--- src/rtl/rsp_packet_deframer_core_macros.svh ---
// assertion macros for the remote serial protocol packet deframer
// used by rsp_packet_deframer_core; no other dependencies
`ifndef RSP_PACKET_DEFRAMER_CORE_MACROS_SVH
`define RSP_PACKET_DEFRAMER_CORE_MACROS_SVH

`ifndef SYNTHESIS
// plain property check on the rising clock, off while reset is held
`define RPD_ASSERT(lbl, clk, rstn, prop) \
  lbl: assert property (@(posedge clk) disable iff (!(rstn)) (prop)) \
    else $error("rsp deframer assertion failed");
// same-cycle implication
`define RPD_ASSERT_IMPLIES(lbl, clk, rstn, ante, cons) \
  `RPD_ASSERT(lbl, clk, rstn, (ante) |-> (cons))
`else
`define RPD_ASSERT(lbl, clk, rstn, prop)
`define RPD_ASSERT_IMPLIES(lbl, clk, rstn, ante, cons)
`endif

`endif

--- src/rtl/rpd_pkg.sv ---
// package for the remote serial protocol packet deframer
// types, character constants and the hex digit decoder; no dependencies
`default_nettype none

package rpd_pkg;

  localparam int unsigned MAX_PAYLOAD = 4096;

  localparam int unsigned RX_W   = 8;
  localparam int unsigned CHAR_W = 7;
  localparam int unsigned LEN_W  = 13;
  localparam int unsigned KIND_W = 2;

  localparam logic [CHAR_W-1:0] CH_START = 7'h24;  // '$'
  localparam logic [CHAR_W-1:0] CH_END   = 7'h23;  // '#'
  localparam logic [CHAR_W-1:0] CH_ACK   = 7'h2b;  // '+'
  localparam logic [CHAR_W-1:0] CH_NAK   = 7'h2d;  // '-'

  typedef enum logic [1:0] {
    PH_HUNT = 2'd0,
    PH_BODY = 2'd1,
    PH_HIGH = 2'd2,
    PH_LOW  = 2'd3
  } phase_e;

  typedef enum logic [KIND_W-1:0] {
    KIND_PAYLOAD = 2'd0,
    KIND_GOOD    = 2'd1,
    KIND_BAD     = 2'd2,
    KIND_HEX_ERR = 2'd3
  } kind_e;

  typedef struct packed {
    kind_e              kind;
    logic [CHAR_W-1:0]  data_byte;
    logic [LEN_W-1:0]   packet_length;
    logic               length_overflow;
    logic               reply_valid;
    logic [CHAR_W-1:0]  reply_byte;
    logic               last;
  } result_t;

  typedef struct packed {
    logic       bad;
    logic [3:0] value;
  } hex_t;

  // lower-case hex only
  function automatic hex_t hex_decode(input logic [CHAR_W-1:0] c);
    hex_t h;
    h.bad   = 1'b0;
    h.value = c[3:0];
    if (c >= 7'h30 && c <= 7'h39) begin
      h.value = c[3:0];
    end else if (c >= 7'h61 && c <= 7'h66) begin
      h.value = c[3:0] + 4'd9;
    end else begin
      h.bad   = 1'b1;
      h.value = 4'd0;
    end
    return h;
  endfunction

endpackage

`default_nettype wire

--- src/rtl/rpd_if.sv ---
// valid/ready channels of the remote serial protocol packet deframer
// depends on rpd_pkg for the field widths
`default_nettype none

interface rpd_rx_if;
  import rpd_pkg::*;
  logic            valid;
  logic            ready;
  logic [RX_W-1:0] rx_byte;
  modport source (output valid, output rx_byte, input ready);
  modport sink (input valid, input rx_byte, output ready);
endinterface

interface rpd_res_if;
  import rpd_pkg::*;
  logic              valid;
  logic              ready;
  logic [KIND_W-1:0] kind;
  logic [CHAR_W-1:0] data_byte;
  logic [LEN_W-1:0]  packet_length;
  logic              length_overflow;
  logic              reply_valid;
  logic [CHAR_W-1:0] reply_byte;
  logic              last;
  modport source (output valid, output kind, output data_byte, output packet_length,
                  output length_overflow, output reply_valid, output reply_byte,
                  output last, input ready);
  modport sink (input valid, input kind, input data_byte, input packet_length,
                input length_overflow, input reply_valid, input reply_byte,
                input last, output ready);
endinterface

interface rpd_cfg_if;
  logic valid;
  logic ready;
  logic ack_off;
  modport source (output valid, output ack_off, input ready);
  modport sink (input valid, input ack_off, output ready);
endinterface

`default_nettype wire

--- src/rtl/rsp_packet_deframer_core.sv ---
// Remote serial protocol packet deframer. Takes one received byte per request on rx_i
// (bit 7 dropped), hunts for '$', passes each body byte out on res_o as a payload
// result while summing and counting it, and after '#' checks the two lower-case hex
// checksum digits, giving a good, bad-checksum or invalid-digit verdict; good carries '+'
// (none when ack_off is set) and bad carries '-'. A byte is accepted in every cycle in
// which the result register is empty or being drained; its result follows in the next cycle.
// The rate is set by the per-byte update of phase, sum and count.
// Configuration (ack_off) is written on cfg_i, always ready.
// Depends on rpd_pkg, rpd_if.sv and rsp_packet_deframer_core_macros.svh.
`default_nettype none
`include "rsp_packet_deframer_core_macros.svh"

module rsp_packet_deframer_core #(
  parameter int unsigned MaxPayload = rpd_pkg::MAX_PAYLOAD
) (
  input  wire logic clk_i,
  input  wire logic rst_ni,
  rpd_rx_if.sink    rx_i,
  rpd_res_if.source res_o,
  rpd_cfg_if.sink   cfg_i
);
  import rpd_pkg::*;

  localparam int unsigned CntW = $clog2(MaxPayload + 1);
  localparam logic [CntW-1:0] CntMax = CntW'(MaxPayload);

  phase_e            phase_q, phase_d;
  logic [7:0]        sum_q, sum_d;
  logic [3:0]        high_q, high_d;
  logic [CntW-1:0]   cnt_q, cnt_d;
  logic              ovf_q, ovf_d;
  logic              no_ack_q;
  logic              res_valid_q;
  result_t           res_q, res_d;

  logic              rx_acc;
  logic              has_res;
  logic [CHAR_W-1:0] c;
  hex_t              hex;
  logic [7:0]        rx_sum;

  assign c      = rx_i.rx_byte[CHAR_W-1:0];
  assign hex    = hex_decode(c);
  assign rx_sum = {high_q, hex.value};

  assign rx_i.ready  = !res_valid_q || res_o.ready;
  assign rx_acc      = rx_i.valid && rx_i.ready;
  assign cfg_i.ready = 1'b1;

  // next phase
  always_comb begin
    phase_d = phase_q;
    unique case (phase_q)
      PH_HUNT: if (c == CH_START) phase_d = PH_BODY;
      PH_BODY: if (c == CH_END) phase_d = PH_HIGH;
      PH_HIGH: phase_d = hex.bad ? PH_HUNT : PH_LOW;
      PH_LOW:  phase_d = PH_HUNT;
      default: phase_d = PH_HUNT;
    endcase
  end

  // datapath and result
  always_comb begin
    sum_d   = sum_q;
    high_d  = high_q;
    cnt_d   = cnt_q;
    ovf_d   = ovf_q;
    has_res = 1'b0;
    res_d   = '0;
    unique case (phase_q)
      PH_HUNT: begin
        if (c == CH_START) begin
          sum_d = '0;
          cnt_d = '0;
          ovf_d = 1'b0;
        end
      end
      PH_BODY: begin
        if (c != CH_END) begin
          sum_d = sum_q + {1'b0, c};
          if (cnt_q < CntMax) begin
            cnt_d = cnt_q + 1'b1;
          end else begin
            ovf_d = 1'b1;
          end
          has_res         = 1'b1;
          res_d.kind      = KIND_PAYLOAD;
          res_d.data_byte = c;
        end
      end
      PH_HIGH: begin
        if (hex.bad) begin
          has_res    = 1'b1;
          res_d.kind = KIND_HEX_ERR;
          res_d.last = 1'b1;
        end else begin
          high_d = hex.value;
        end
      end
      PH_LOW: begin
        has_res    = 1'b1;
        res_d.last = 1'b1;
        if (hex.bad) begin
          res_d.kind = KIND_HEX_ERR;
        end else if (rx_sum == sum_q) begin
          res_d.kind        = KIND_GOOD;
          res_d.reply_valid = !no_ack_q;
          res_d.reply_byte  = no_ack_q ? '0 : CH_ACK;
        end else begin
          res_d.kind        = KIND_BAD;
          res_d.reply_valid = 1'b1;
          res_d.reply_byte  = CH_NAK;
        end
      end
      default: ;
    endcase
    res_d.packet_length   = LEN_W'(cnt_d);
    res_d.length_overflow = ovf_d;
  end

  always_ff @(posedge clk_i or negedge rst_ni) begin
    if (!rst_ni) begin
      phase_q  <= PH_HUNT;
      sum_q    <= '0;
      high_q   <= '0;
      cnt_q    <= '0;
      ovf_q    <= 1'b0;
      no_ack_q <= 1'b0;
    end else begin
      if (cfg_i.valid) begin
        no_ack_q <= cfg_i.ack_off;
      end
      if (rx_acc) begin
        phase_q <= phase_d;
        sum_q   <= sum_d;
        high_q  <= high_d;
        cnt_q   <= cnt_d;
        ovf_q   <= ovf_d;
      end
    end
  end

  always_ff @(posedge clk_i or negedge rst_ni) begin
    if (!rst_ni) begin
      res_valid_q <= 1'b0;
    end else if (rx_acc && has_res) begin
      res_valid_q <= 1'b1;
    end else if (res_o.ready) begin
      res_valid_q <= 1'b0;
    end
  end

  always_ff @(posedge clk_i) begin
    if (rx_acc && has_res) begin
      res_q <= res_d;
    end
  end

  assign res_o.valid           = res_valid_q;
  assign res_o.kind            = res_q.kind;
  assign res_o.data_byte       = res_q.data_byte;
  assign res_o.packet_length   = res_q.packet_length;
  assign res_o.length_overflow = res_q.length_overflow;
  assign res_o.reply_valid     = res_q.reply_valid;
  assign res_o.reply_byte      = res_q.reply_byte;
  assign res_o.last            = res_q.last;

  `RPD_ASSERT_IMPLIES(a_hunt_silent, clk_i, rst_ni, rx_acc && phase_q == PH_HUNT, !has_res)
  `RPD_ASSERT(a_cnt_bound, clk_i, rst_ni, cnt_q <= CntMax)
  `RPD_ASSERT_IMPLIES(a_ovf_at_max, clk_i, rst_ni, ovf_q, cnt_q == CntMax)
  `RPD_ASSERT_IMPLIES(a_reply_last, clk_i, rst_ni, res_valid_q && res_q.reply_valid, res_q.last)

endmodule

`default_nettype wire

--- src/flat_wrapper.sv ---
// flat-port wrapper written by rule: the top's interface ports become plain ports
module rsp_packet_deframer_core_flat import rpd_pkg::*;
#(
  parameter int unsigned MaxPayload = rpd_pkg::MAX_PAYLOAD
)
  (clk_i, rst_ni, rx_i_valid, rx_i_rx_byte, rx_i_ready, res_o_valid, res_o_kind, res_o_data_byte, res_o_packet_length, res_o_length_overflow, res_o_reply_valid, res_o_reply_byte, res_o_last, res_o_ready, cfg_i_valid, cfg_i_ack_off, cfg_i_ready);
  rpd_rx_if rx_i_i ();
  rpd_res_if res_o_i ();
  rpd_cfg_if cfg_i_i ();
  input  wire logic clk_i;
  input  wire logic rst_ni;
  input wire logic [$bits(rx_i_i.valid)-1:0] rx_i_valid;
  input wire logic [$bits(rx_i_i.rx_byte)-1:0] rx_i_rx_byte;
  output wire logic [$bits(rx_i_i.ready)-1:0] rx_i_ready;
  output wire logic [$bits(res_o_i.valid)-1:0] res_o_valid;
  output wire logic [$bits(res_o_i.kind)-1:0] res_o_kind;
  output wire logic [$bits(res_o_i.data_byte)-1:0] res_o_data_byte;
  output wire logic [$bits(res_o_i.packet_length)-1:0] res_o_packet_length;
  output wire logic [$bits(res_o_i.length_overflow)-1:0] res_o_length_overflow;
  output wire logic [$bits(res_o_i.reply_valid)-1:0] res_o_reply_valid;
  output wire logic [$bits(res_o_i.reply_byte)-1:0] res_o_reply_byte;
  output wire logic [$bits(res_o_i.last)-1:0] res_o_last;
  input wire logic [$bits(res_o_i.ready)-1:0] res_o_ready;
  input wire logic [$bits(cfg_i_i.valid)-1:0] cfg_i_valid;
  input wire logic [$bits(cfg_i_i.ack_off)-1:0] cfg_i_ack_off;
  output wire logic [$bits(cfg_i_i.ready)-1:0] cfg_i_ready;
  assign rx_i_i.valid = rx_i_valid;
  assign rx_i_i.rx_byte = rx_i_rx_byte;
  assign rx_i_ready = rx_i_i.ready;
  assign res_o_valid = res_o_i.valid;
  assign res_o_kind = res_o_i.kind;
  assign res_o_data_byte = res_o_i.data_byte;
  assign res_o_packet_length = res_o_i.packet_length;
  assign res_o_length_overflow = res_o_i.length_overflow;
  assign res_o_reply_valid = res_o_i.reply_valid;
  assign res_o_reply_byte = res_o_i.reply_byte;
  assign res_o_last = res_o_i.last;
  assign res_o_i.ready = res_o_ready;
  assign cfg_i_i.valid = cfg_i_valid;
  assign cfg_i_i.ack_off = cfg_i_ack_off;
  assign cfg_i_ready = cfg_i_i.ready;
  rsp_packet_deframer_core #(.MaxPayload(MaxPayload)) u_core (.clk_i(clk_i), .rst_ni(rst_ni), .rx_i(rx_i_i), .res_o(res_o_i), .cfg_i(cfg_i_i));
endmodule
--- config.mk ---
export PLATFORM = sky130hd
export DESIGN_NAME = rsp_packet_deframer_core_flat
export DESIGN_NICKNAME = d
export VERILOG_FILES = /design/src/rtl/rpd_pkg.sv /design/src/rtl/rpd_if.sv /design/src/rtl/rsp_packet_deframer_core.sv /design/src/flat_wrapper.sv
export VERILOG_INCLUDE_DIRS = /design/src /design/src/rtl
export SDC_FILE = /design/constraint.sdc
export NUM_CORES = 1
export LEC_CHECK = 0
export ABC_AREA = 1
export BUFFER_PORTS_ARGS = -buffer_cell sky130_fd_sc_hd__buf_4
export CAP_MARGIN = 20
export CORE_AREA = 2 2 57 113
export CTS_CLUSTER_DIAMETER = 40
export DETAILED_ROUTE_END_ITERATION = 16
export DIE_AREA = 0 0 59 115
export PLACE_DENSITY_LB_ADDON = 0.08
export SLEW_MARGIN = 30
export SYNTH_ARGS = -nofsm -noshare
export SYNTH_HDL_FRONTEND = slang
export SYNTH_SLANG_ARGS = --single-unit
--- constraint.sdc ---
create_clock -name clk_i -period 3 [get_ports clk_i]
set_clock_uncertainty 0.05 [all_clocks]
set_input_delay 0.9 -clock clk_i [delete_from_list [all_inputs] [get_ports clk_i]]
set_output_delay 0.9 -clock clk_i [all_outputs]
set_load 0.02 [all_outputs]
* After elaboration in Yosys (flattened, before gate mapping) *
Index checks and enable logic that the tools add are counted.

word-level totals
  flip-flop bits (word level) = 62
  input port bits = 14
  output and inout bits = 35
  logic and storage cells = 83

operators by class
  add/sub/neg operators = 3
  order comparisons = 5
  eq/ne operators = 10
  multiplexer cells = 31
  bitwise gates (word level) = 3
  reduce and logical (&&, ||, !) cells = 16

operator list
  operator                 count
  $mux W13                 3
  $pmux W13 S2             1
  $mux W8                  3
  $pmux W8 S2              1
  $eq A7 B6 Y1 const B     2
  $add A13 B1 Y13 const B  1
  $lt A13 B13 Y1 const B   1
  $mux W2                  6
  $mux W1                  9
  $add A8 B7 Y8            1
  $eq A8 B8 Y1             1
  $mux W4                  2
  $pmux W2 S4              1
  $ge A7 B6 Y1 const B     1
  $ge A7 B7 Y1 const B     1
  $le A7 B6 Y1 const B     1
  $le A7 B7 Y1 const B     1
  $ne A7 B6 Y1 const B     1
  $mux W6                  1
  $ne A2 B1 Y1 const B     3
  $pmux W2 S3              1
  $reduce_and A3 Y1        2
  $add A4 B4 Y4 const B    1
  $eq A2 B2 Y1 const B     2
  other kinds (13)         21

* Depth between registers and ports, before layout *
  depth after elaboration = 8
  mapped depth = 12

* Worst setup path before layout *
Ideal clock, no wire load.

  path type = in2reg
  start = in rx_i_rx_byte[1]
  end = reg u_core.res_q (netlist bit u_core.res_o.data_byte[0]) (enable)
  setup time = 0.382 ns
  arrival = 2.344 ns
  required time = 2.568 ns
  slack = 0.225 ns
  stages on the path = 9
  buffers on the path = 0
  cell sequence = inv_1 ha_1 inv_1 nand4_1 nand2_2 nand3_1 nand3_1 nand2_1 inv_1

between the ends
  word-level cells in the longest chain between the ends = 7
  elaborated cells on any way between the ends = 13
  those cells by class = 4 x order compare; 1 x eq/ne; 5 x mux; 3 x reduce/logical

RTL lines
  what                                                 RTL line                         source
  from (decl)                                          flat_wrapper.sv:13               input wire logic [$bits(rx_i_i.rx_byte)-1:0] rx_i_rx_byte;
  $ge A7 B7 Y1 / $le A7 B7 Y1 (equally long branches)  rpd_pkg.sv:55                    end else if (c >= 7'h61 && c <= 7'h66) begin
  $logic_and A1 B1 Y1                                  rpd_pkg.sv:55
  $mux W1                                              rpd_pkg.sv:55
  $mux W1                                              rpd_pkg.sv:53                    if (c >= 7'h30 && c <= 7'h39) begin
  $mux W1                                              rsp_packet_deframer_core.sv:92   if (hex.bad) begin
  $pmux W1 S3 *                                        rsp_packet_deframer_core.sv:70   unique case (phase_q)
  $logic_and A1 B1 Y1 *                                rsp_packet_deframer_core.sv:154  if (rx_acc && has_res) begin
  to (signal assigned)                                 rsp_packet_deframer_core.sv:155  res_q <= res_d;
  to (decl)                                            rsp_packet_deframer_core.sv:34   result_t res_q, res_d;

Mark *: on every way between the ends. The rest lies on a longest branch, timed or not.
A chain may end at the register's enable or synchronous reset.

* Worst setup path after layout *
  start = in rx_i_rx_byte[1]
  end = reg u_core.res_q (netlist bit u_core.res_o.packet_length[3]) (enable)

The elaborated chain is that of the path after synthesis.

==> metrics.md <==
| Metric | Value |
|---|---|
| Initial Util | `0.553` |
| Final Hold Vio Count | `0` |
| Count of cell types in the netlist | `between 40 and 50` |
| CTS tree | `yes` |
| Origin of the critical flop-to-flop path | `u_core.phase_q[1]$_DFFE_PN0P_` |
| Outcome | `completed` |
| Iteration-0 DRC Markers | `between 100 and 150` |
| Pwr dens | `roughly 950 mW/mm^2` |
| H-Tree Depth | `3` |
| Part of the power in registers | `0.335` |
| R2R depth | `8` |
| F_max | `424 MHz` |
| I/O Buffers | `between 40 and 50` |
| Synth Area in Compound Gates | `0.102` |
| Die Ht | `approximately 120 um` |
| Post-Synth Adder-Cell Area | `0.0483` |
| Clock network power share | `0.298` |
| Dpl ws | `around 0.30 ns` |
| R2R setup slack | `between 1 and 1.5 ns` |
| Filler cell count | `~470` |
| Design Area, Final | `around 0.0040 mm^2` |
| Most common cell after layout, fill and taps aside | `nand2_1` |
| Io pins | `49` |
| Post-synth EDFFs | `27` |
| Area Overhead vs Synth | `23.4%` |
| CP endpoint kind | `flop` |
| DP Area | `around 0.0037 mm^2` |
| Synth warnings | `0` |
| Routed WL | `roughly 7300 um` |
| Combinational share of power | `0.367` |
| Crit Path Category | `primary input to flop` |
| Power Internal | `~2.4 mW` |
| Hold buffers post-CTS | `0` |
| Max clock buf depth | `2` |
| Initial antenna violation count | `0` |
| Final setup fails | `0` |
| Peak VDD IR | `between 0.5 and 0.6 mV` |
| Post-synthesis mux area share | `0.0138` |
| Pwr Total | `between 3 and 4 mW` |
| Cell Rows | `40` |
| GRT Util Overall | `0.238` |
| Post-layout net count | `about 460` |
| Net Sw Power | `around 1.4 mW` |
| RSZ-0062 raised after global routing | `no` |
| Critical Path Source Type | `primary input` |
| Root buf cell | `clkbuf_16` |
| FF-to-FF End | `u_core.res_o.packet_length[3]$_DFFE_PP_` |
| Clk_lat worst skew | `approximately 0.33 ns` |
| Final TNS setup | `0 ns` |
| Fin crit period | `approximately 2.4 ns` |
| Antenna-violating nets left | `0` |
| HPWL after detailed placement | `5270 um` |
| Arrival time worst endpoint | `2.35 ns` |
| Crit path capture | `u_core.res_o.packet_length[3]$_DFFE_PP_` |
| Die area | `between 0.006 and 0.007 mm^2` |
| Most frequent cells in the layout | `nand2_1 (81), buf_4 (49), inv_1 (47), nand3_1 (38), dfrtp_1 (30)` |
| Width of the die | `between 50 and 60 um` |
| CTS buffer count | `9` |
| Largest family of logic cells by synthesized area | `simple AND/OR/NAND/NOR gates` |
| HP Class | `primary input to asynchronous set/reset pin` |
| Sw Share | `0.364` |
| Ant diodes | `0` |
| Sink Count | `57` |
| Drt drc | `0` |
| Cell area after synthesis | `between 0.003 and 0.004 mm^2` |
| Async set-reset flop share out of synthesis | `0.526` |
| First-pass GRT wire length | `12000 um` |
| Leakage power | `approximately 1.9 nW` |
| Final period utilization | `0.787` |
| Main synth FF type | `dfrtp_1` |
| Crit-path max FO | `14` |
| CTS clk-pin slew, worst paths | `about 0.05 ns` |
| Post-cts resize count | `0` |
| Post-CTS setup buffer count | `0` |
| CP Launch Point | `rx_i_rx_byte[1]` |
| Global route overflow | `0` |
| Drt first pass iters | `6` |
| CP Data Required Time | `2.99 ns` |
| Final setup margin | `around 0.64 ns` |
| Via count | `2777` |
| Maximum Capacitance Violations | `0` |
| Routed WL per cell | `14.7 um` |
| Pins Over Slew Limit | `0` |
| Vias in the first global route | `2563` |
| Fin Hold WS | `between 0.4 and 0.5 ns` |
| Gate Count Post-Synth | `378` |
| Layout cells sized above 1 | `0.223` |
| XOR/XNOR share of the synthesized area | `0.0215` |
| Simple-gate portion of the synthesized area | `0.251` |
| Post-Syn Area per Cell | `roughly 8.6 um^2` |
| Count of state elements after synthesis | `57` |
| RD Place Congestion | `0.853` |
| Seq/Total Area, Yosys | `0.479` |
| Via-per-instance ratio | `5.58` |
| Largest net degree at the start of global routing | `31` |
| Core area | `between 0.005 and 0.006 mm^2` |
## routing by layer
metal	part of all wire	GRT usage	wire, um
met1	0.40	0.291	2890
met2	0.53	0.387	3840
met3	0.059	0.0484	429
met4	0.021	0.124	150
met5	0	0	0
## power by group through the flow
stage	Sequential [mW]	Combinational, mW	Clock [mW]
after global placement	1.29	1.38	0
final	1.29	1.41	1.14
after detailed placement	1.30	1.41	0
after global routing	1.31	1.57	1.19
after CTS	1.28	1.42	1.15
after floorplan	1.39	0.820	0
## flip-flops by register name (all words and copies together) (netlist names), 2 cells and up
name                        count
u_core.res_o.packet_length     13
u_core.res_o.data_byte          7
u_core.high_q                   4
u_core.res_o.kind               2
u_core.sum_q                    8
u_core.res_o.reply_byte         3
u_core.cnt_q                   13
u_core.phase_q                  2
## logic make-up after synthesis
logic type / Yosys count
flops: 57
mux: 4
simple gates: 175
fa+ha+maj: 12
xor+xnor: 8
compound gates: 56
buf+inv: 64
other cells: 2
## area by class of cell
class,instances,area [um^2],area share
Clock inverter,4,72.6,0.0180
Sequential cell,57,1560,0.388
Multi-Input combinational cell,258,1440,0.357
Timing Repair Buffer,51,408,0.101
Tap cell,63,78.8,0.0196
Inverter,53,199,0.0494
Clock buffer,12,268,0.0665
## worst max-delay path, cell delays in order
cell and delay [ns]:
buf_4 0.13, inv_1 0.10, ha_1 0.20, a21oi_1 0.15, nand2_1 0.15, nand2_2 0.13, nand3_1 0.09, nand3_1 0.09
nand2_1 0.07, inv_1 0.16, buf_12 0.17
## cell usage after synthesis, types with 7 or more instances
master,instances,area share
a21oi_1,10,0.015
buf_4,7,0.016
dfrtp_1,30,0.23
edfxtp_1,27,0.25
ha_1,11,0.042
inv_1,47,0.054
nand2_1,81,0.093
nand3_1,38,0.058
nor2_1,26,0.030
o21ai_0,22,0.034
## how the worst min path moves through the flow
stage,from,endpoint,cells past startpoint
after CTS,rst_ni,u_core.sum_q[0]$_DFFE_PN0P_,1
final,rst_ni,u_core.sum_q[0]$_DFFE_PN0P_,1
after floorplan,u_core.high_q[2]$_DFFE_PN0P_,u_core.high_q[2]$_DFFE_PN0P_,2
after global placement,u_core.no_ack_q$_DFFE_PN0P_,u_core.no_ack_q$_DFFE_PN0P_,1
after detailed placement,u_core.no_ack_q$_DFFE_PN0P_,u_core.no_ack_q$_DFFE_PN0P_,1
after global routing,rst_ni,u_core.sum_q[0]$_DFFE_PN0P_,1
## metrics by stage
step                      instances   util
final                           498  0.682
after global routing            498  0.682
after CTS                       498  0.682
after detailed placement        482  0.624
after global placement          482  0.624
after floorplan                 379      -
Power figures use the tool's default switching activity.
